==> config.mk <==
export PLATFORM = sky130hd
export DESIGN_NAME = tccb_put_unit
export DESIGN_NICKNAME = d
export VERILOG_FILES = /design/src/tccb_pkg.sv /design/src/tccb_put_unit.sv
export SDC_FILE = /design/constraint.sdc
export NUM_CORES = 1
export LEC_CHECK = 0
export BUFFER_PORTS_ARGS = -buffer_cell sky130_fd_sc_hd__buf_2
export CAP_MARGIN = 20
export CORE_UTILIZATION = 35
export DETAILED_ROUTE_END_ITERATION = 8
export GPL_ROUTABILITY_DRIVEN = 0
export PLACE_DENSITY = 0.73
export SLEW_MARGIN = 10
export SYNTH_ARGS = -nofsm -noshare
export SYNTH_HDL_FRONTEND = slang
export SYNTH_SLANG_ARGS = --single-unit
==> constraint.sdc <==
create_clock -name vclk -period 10.3
set_input_delay 2.06 -clock vclk [all_inputs]
set_output_delay 2.06 -clock vclk [all_outputs]
set_load 0.05 [all_outputs]
==> src/tccb_pkg.sv <==
// tccb_pkg: shared types, codes and constants of the text console cell buffer
// used by tccb_cell_mem, tccb_put_unit and text_console_cell_buffer_top
// no dependencies
package tccb_pkg;

    // default geometry of the cell store
    localparam int DEF_MAX_COLS = 128;
    localparam int DEF_MAX_ROWS = 64;

    // item function codes
    localparam logic FUNC_PUT  = 1'b0;
    localparam logic FUNC_READ = 1'b1;

    // special character codes
    localparam logic [7:0] CH_BACKSPACE = 8'd8;
    localparam logic [7:0] CH_NEWLINE   = 8'd10;
    localparam logic [7:0] CH_SPACE     = 8'd32;

    // configuration port
    localparam int CFG_IDX_W  = 2;
    localparam int CFG_DATA_W = 8;

    localparam logic [CFG_IDX_W-1:0] CFG_FG_COLOR = 2'd0;
    localparam logic [CFG_IDX_W-1:0] CFG_BG_COLOR = 2'd1;
    localparam logic [CFG_IDX_W-1:0] CFG_COLUMNS  = 2'd2;
    localparam logic [CFG_IDX_W-1:0] CFG_ROWS     = 2'd3;

    // register reset values
    localparam logic [2:0] RST_FG_COLOR = 3'd7;
    localparam logic [2:0] RST_BG_COLOR = 3'd0;
    localparam logic [7:0] RST_COLUMNS  = 8'd80;
    localparam logic [6:0] RST_ROWS     = 7'd25;

    typedef struct packed {
        logic       func;
        logic [7:0] char_code;
        logic [6:0] read_col;
        logic [5:0] read_row;
    } req_t;

    typedef struct packed {
        logic       cell_written;
        logic [6:0] cell_col;
        logic [5:0] cell_row;
        logic [7:0] cell_char;
        logic       did_scroll;
        logic [6:0] cursor_col;
        logic [5:0] cursor_row;
        logic [7:0] read_char;
        logic [2:0] read_fg;
        logic [2:0] read_bg;
    } res_t;

    // one character cell: bg in 13..11, fg in 10..8, char in 7..0
    typedef struct packed {
        logic [2:0] bg;
        logic [2:0] fg;
        logic [7:0] ch;
    } cell_t;

    function automatic cell_t make_cell(logic [7:0] ch, logic [2:0] fg, logic [2:0] bg);
        cell_t c;
        c.ch = ch;
        c.fg = fg;
        c.bg = bg;
        return c;
    endfunction

endpackage

==> src/tccb_put_unit.sv <==
// tccb_put_unit: cursor update and cell write for one put item
// depends on tccb_pkg (res_t, cell_t, character codes)
module tccb_put_unit #(
    parameter  int MAX_COLS = tccb_pkg::DEF_MAX_COLS,
    parameter  int MAX_ROWS = tccb_pkg::DEF_MAX_ROWS,
    localparam int XW  = $clog2(MAX_COLS + 1),
    localparam int YW  = $clog2(MAX_ROWS + 1),
    localparam int CIW = (MAX_COLS > 1) ? $clog2(MAX_COLS) : 1,
    localparam int RIW = (MAX_ROWS > 1) ? $clog2(MAX_ROWS) : 1,
    localparam int AW  = (MAX_COLS * MAX_ROWS > 1) ? $clog2(MAX_COLS * MAX_ROWS) : 1
) (
    input  logic [XW-1:0]   cur_x,
    input  logic [YW-1:0]   cur_y,
    input  logic [7:0]      char_code,
    input  logic [XW-1:0]   nc,
    input  logic [YW-1:0]   nr,
    input  logic [2:0]      fg,
    input  logic [2:0]      bg,
    output tccb_pkg::res_t  res,
    output logic [XW-1:0]   new_x,
    output logic [YW-1:0]   new_y,
    output logic [AW-1:0]   wr_addr,
    output tccb_pkg::cell_t wr_cell
);

    logic [XW-1:0] sx;
    logic [YW-1:0] sy;
    logic [XW-1:0] nx;
    logic [YW-1:0] ny;
    logic [XW-1:0] wcol;
    logic [YW-1:0] wrow;
    logic [7:0]    wch;
    logic          wr;
    logic          scroll;

    always_comb begin
        // pull the cursor back into a shrunk area
        sx = (cur_x >= nc) ? XW'(nc - XW'(1)) : cur_x;
        sy = (cur_y >= nr) ? YW'(nr - YW'(1)) : cur_y;
        nx   = sx;
        ny   = sy;
        wcol = sx;
        wrow = sy;
        wch  = char_code;
        wr   = 1'b0;
        case (char_code)
            tccb_pkg::CH_BACKSPACE: begin
                if (sx == '0) begin
                    if (sy != '0) begin
                        ny = YW'(sy - YW'(1));
                    end
                end else begin
                    nx = XW'(sx - XW'(1));
                end
                wcol = nx;
                wrow = ny;
                wch  = tccb_pkg::CH_SPACE;
                wr   = 1'b1;
            end
            tccb_pkg::CH_NEWLINE: begin
                nx = '0;
                ny = YW'(sy + YW'(1));
            end
            default: begin
                wr = 1'b1;
                nx = XW'(sx + XW'(1));
                if (nx >= nc) begin
                    nx = '0;
                    ny = YW'(sy + YW'(1));
                end
            end
        endcase
        scroll = (ny >= nr);
        if (scroll) begin
            ny = YW'(nr - YW'(1));
        end
    end

    assign new_x   = nx;
    assign new_y   = ny;
    assign wr_cell = tccb_pkg::make_cell(wch, fg, bg);
    assign wr_addr = AW'(32'(wrow[RIW-1:0]) * MAX_COLS + 32'(wcol[CIW-1:0]));

    always_comb begin
        res              = '0;
        res.cell_written = wr;
        res.cell_col     = wr ? 7'(wcol) : 7'd0;
        res.cell_row     = wr ? 6'(wrow) : 6'd0;
        res.cell_char    = wr ? wch : 8'd0;
        res.did_scroll   = scroll;
        res.cursor_col   = 7'(nx);
        res.cursor_row   = 6'(ny);
    end

endmodule

==> flow_summary.toml, run 1 <==
[critical_path]
start_kind = "input port"
critical_path_arrival_ns = 7.74
required_ns = 8.24
path_common_cell = "a21oi_1"
cpPeakStageDelay_ns = 0.40
crit_path_end_kind = "primary output"
setup.worst_path.class = "in2out"
crit_fanout = 12
cp_slowest_cell = "a211o_2"

[yosys]
ys_seq_area_share_pct = 0
avgSynthCellArea_um2 = 7.10
yosysMostFrequentCell = "nand2_1"
yosysTopAreaCellShare_pct = 14.8
ys_types = 68
synthTopCellsByArea = "ha_1 (15%), buf_4 (8.4%), xnor2_1 (6.8%), nand2_1 (4.9%), mux2i_1 (4.7%)"
synth.cell_area_um2 = 3220
yosys.area.top_type = "ha_1"
synth_common_cells = "nand2_1 (42), ha_1 (38), buf_4 (36)"
yosys_warnings = 0
synthCells = 453

[global_route]
grtUsageTotal_pct = 18.6
grt_pass1_wl_um = 14900
grt_pass1_vias = 3108
grt_max_degree = 18
grt_remaining_overflow = 0
antenna_found_initial = 0

[die]
fp.dieW_um = 97.9
die-height_um = 97.9
fp-row-count = 34
initial_core_util_pct = 36.5
ioPinCount = 136
core_area_um2 = 8810
dieArea_um2 = 9580

[min_path]
hold_path.class = "in2out"

[route]
vias_per_cell = 5.50
drt-initial-drc-count = 251
vias = 3457
wirelength_met1_um = 4210
postRouteAntennaNets = 0
post-route-drc-count = 5
routed_wl_um = 9300
top_layer_used = "met4"
routed-wl-met2_um = 4380
wl_per_cell_um = 14.8
wl_met3_um = 513
first_pass_iters = 7

[pwr]
p_leak_nw = 1.70
power_density_nw_per_um2 = 133
peakVddDrop_mv = 0.110

[timing]
final_hold_viol_count = 0
fmax_ghz = 0.102
worstMarginPinSlew_ns = 0.814
setup-violations-final = 0
relSlewSlack_pct = 44.2
drv_slew = 0
finalCriticalPeriod_ns = 9.80
fin_crit_sh_pct = 95.2
hold_ws_ns = 4.12

[outcome]
violations = "design-rule violations"
outcome = "complete, but fails checks"

[placement]
port_buffers = 110
place_inst = 629
dp_hpwl_um = 7830

[cells_and_area]
nClkBuffers = 0
seq_cells = 0
nets = 605
seq_area_um2 = 0
diodes = 0
fin_cells = 629
drive_gt1_share_pct = 31.7
area_growth_pct = 12.9

[cts]
ctsHoldBuffers = 0
post_cts.repair.setup_buffers = 0

[flow_run]
cap_violations = 0
[cells by family (layout without fill, tap and decap cells)]
family	after synthesis	count (layout)	share of synthesized area, %
adder cells (fa/ha/maj)	38	38	14.8
AND/OR/NAND/NOR	157	157	25.8
multiplexers	31	31	12.2
AO/OA/AOI/OAI	104	104	21.7
XOR/XNOR	32	32	8.94
buffers and inverters	90	145	16.4
other	1	14	0.117
[worst max-delay path, delay by kind of cell]
| family | cells | cell delay [ns] |
|---|---|---|
| fa+ha+maj | 3 | 0.89 |
| mux | 1 | 0.29 |
| simple gates | 7 | 0.83 |
| buf+inv | 5 | 0.88 |
| xor+xnor | 1 | 0.17 |
| compound gates | 13 | 2.61 |
[cell usage in the layout, fill, tap and decap left out, drive strengths merged, types with 8 or more instances in the layout]
| cell type | synthesis | layout |
|---|---|---|
| buf | 46 | 118 |
| nand2 | 43 | 43 |
| ha | 38 | 38 |
| nor2 | 34 | 34 |
| o21ai | 28 | 28 |
| inv | 27 | 27 |
| xnor2 | 26 | 26 |
| a21oi | 26 | 26 |
| mux2i | 20 | 20 |
| conb | 1 | 14 |
| nand3 | 13 | 13 |
| and2 | 13 | 13 |
| o22ai | 12 | 12 |
| nor3 | 12 | 12 |
| mux2 | 11 | 11 |
| nand2b | 8 | 8 |
| and3 | 8 | 8 |
[final cells by class]
| cell class | instances | area [um^2] |
|---|---|---|
| inverter | 27 | 101 |
| timing repair buffer | 118 | 611 |
| tap | 108 | 135 |
| fill | 894 | 5170 |
| multi-input combinational | 376 | 2790 |
[repair_timing]
action / 4_1_cts / 5_1_grt
resized for setup: 0 / 8
hold endpoints to repair: 0 / 0
endpoints found under the setup margin: 0 / 14
[per-layer routing]
layer  global-route usage, %  up-vias
met1                    25.2     1589
met5                       0        -
li1                        -     1692
met2                    32.9      156
met3                   0.573       20
met4                    3.38        0
[per-stage QoR]
stage / instance area, um^2 / util (%) / setup TNS [ns] / total power (W) / worst slack (ns)
floorplan: 3290 / - / 0 / 0.000407 / 0.0162
global placement: 3610 / 41.0 / 0 / 0.000469 / 0.462
detailed placement: 3610 / 41.0 / 0 / 0.000475 / 0.229
CTS: 3610 / 41.0 / 0 / 0.000477 / 0.195
global route: 3630 / 41.2 / -0.0766 / 0.000514 / -0.0182
finish: 3630 / 41.2 / 0 / 0.000482 / 0.499
[power by group]
part           switching, W  internal [W]
clock network             0             0
logic              0.000349      0.000133
registers                 0             0
total              0.000349      0.000133
[final timing paths]
check	from	endpoint	slack [ns]	depth (start not counted)
setup / recovery	nc[2]	new_y[5]	0.50	30
hold / removal	fg[0]	wr_cell[8]	4.12	0
No activity file was read; power rests on OpenSTA's default activity.
==> run 2, diff against run 1 <==
--- a/config.mk
+++ b/config.mk
@@ -10,7 +10,7 @@
 export CORE_UTILIZATION = 35
 export DETAILED_ROUTE_END_ITERATION = 8
 export GPL_ROUTABILITY_DRIVEN = 0
-export PLACE_DENSITY = 0.73
+export PLACE_DENSITY = 0.6
 export SLEW_MARGIN = 10
 export SYNTH_ARGS = -nofsm -noshare
 export SYNTH_HDL_FRONTEND = slang
==> run 2 against run 1 <==
Effect of this change: the run still ends with design-rule violations left; critical path depth is 1 lower; power hardly changed; global-route usage is 0.063 points lower; largest cell class unchanged; cell count is 0.48% higher; core utilization is 0.16 points higher; flip-flop and latch count stayed put; hold slack stayed put; critical path type unchanged; wire length is 0.15% higher; combinational power hardly changed; count of clock-buffer cells in the layout stayed put; design area is 0.38% higher; non-clock buffer count is 3 higher.
==> flow_summary.toml, run 2 (same netlist as run 1, synthesis figures left out) <==
[pwr]
combPwrFrac_pct = 100.0
switchingPower_w = 0.000348
clock_power_share_pct = 0
netSwitchingFraction_pct = 72.1
internal_power_w = 0.000134
power_density_nw_per_um2 = 132
p_leak_nw = 1.71
peakVddDrop_mv = 0.0952
seq_power_share_pct = 0

[cells_and_area]
nClkBuffers = 0
multi_input_area_um2 = 2770
diodes = 0
seq_cells = 0
nFillCells = 900
nets = 608
area_growth_pct = 13.3
layout_common_cells = "buf_2 (108), nand2_1 (42), ha_1 (38)"
seq_area_um2 = 0
drive_gt1_share_pct = 31.7
layout_commonest_cell = "buf_2"

[route]
postRouteAntennaNets = 0
wl_per_cell_um = 14.7
vias_per_cell = 5.41
vias = 3418
drt-initial-drc-count = 207
post-route-drc-count = 4
first_pass_iters = 7
routed_wl_um = 9320

[die]
dieArea_um2 = 9580
core_area_um2 = 8810
fp.dieW_um = 97.9
fp-row-count = 34
initial_core_util_pct = 36.5
die-height_um = 97.9
ioPinCount = 136

[timing]
timing.final.ws_setup_ns = 0.524
final_hold_viol_count = 0
fmax_ghz = 0.102
drv_slew = 0
finalCriticalPeriod_ns = 9.78
worstMarginPinSlew_ns = 0.854
relSlewSlack_pct = 41.4
rsz0062_at_grt = "false"
fin_setup_tns_ns = 0
setup-violations-final = 0
fin_crit_sh_pct = 94.9

[global_route]
grtUsageTotal_pct = 18.5
grt_max_degree = 18
grt_busiest_layer = "met2"
use_met1_pct = 27.0
antenna_found_initial = 0
grt_util_met2_pct = 30.1
grt_remaining_overflow = 0
grt_pass1_wl_um = 14800
grt_pass1_vias = 2985
use_met3_pct = 1.15

[placement]
dpl_worst_slack_ns = 0.303
port_buffers = 110
dp_hpwl_um = 7890

[outcome]
outcome = "complete, but fails checks"
violations = "design-rule violations"

[critical_path]
cpPeakStageDelay_ns = 0.42
setup.worst_path.class = "in2out"
critical_path_arrival_ns = 7.72
cp_slowest_cell = "a2111oi_1"
path_buf_inv = 5
start_kind = "input port"
critical-path-top-delay-family = "compound AO/OA/AOI/OAI gates"
required_ns = 8.24
critical_path_depth = 29
crit_path_end_kind = "primary output"
crit_fanout = 12

[min_path]
holdPathStages = 0
hold_path.class = "in2out"

[cts]
ctsHoldBuffers = 0

[flow_run]
cap_violations = 0
==> run 2: changes by cell type in the layout (fill, tap and decap cells not counted), sizes merged <==
cell	change
buf	+1
clkbuf	+2
==> run 2: what timing repair did <==
action / CTS / global route
gates resized for setup: 0 / 6
endpoints found under the setup margin: 0 / 13
buffers inserted: 0 / 0
hold endpoints to repair: 0 / 0
==> run 2: per-layer routing <==
layer / up-vias / part of all wire [%]
li1: 1706 / -
met1: 1552 / 48
met2: 150 / 45
met3: 10 / 6.1
met4: 0 / 1.3
met5: - / 0
==> run 2: area by class of cell <==
class | count | area share, %
tap | 108 | 3.71
multi-input combinational | 376 | 76.0
timing repair buffer | 121 | 17.5
inverter | 27 | 2.78
==> run 2: final timing paths <==
| kind | end | slack, ns | from |
|---|---|---|---|
| min | wr_cell[10] | 4.12 | fg[2] |
| max | new_y[1] | 0.52 | nc[2] |
==> run 2: power by group through the flow <==
stage / Clock [W] / Sequential, W / Combinational, W
2_1_floorplan: 0 / 0 / 0.000407
3_3_place_gp: 0 / 0 / 0.000475
3_5_place_dp: 0 / 0 / 0.000477
4_1_cts: 0 / 0 / 0.000479
5_1_grt: 0 / 0 / 0.000511
6_report: 0 / 0 / 0.000482
==> run 2: per-stage QoR <==
| step | util (%) | total power [W] | instances | hold WS [ns] | area (um^2) |
|---|---|---|---|---|---|
| final | 41.4 | 0.000482 | 632 | 4.12 | 3650 |
| after floorplan | - | 0.000407 | 466 | 4.29 | 3290 |
| after detailed placement | 41.2 | 0.000477 | 632 | 4.12 | 3630 |
| after global placement | 41.2 | 0.000475 | 632 | 4.12 | 3630 |
| after CTS | 41.2 | 0.000479 | 632 | 4.12 | 3630 |
| after global routing | 41.4 | 0.000511 | 632 | 4.12 | 3650 |
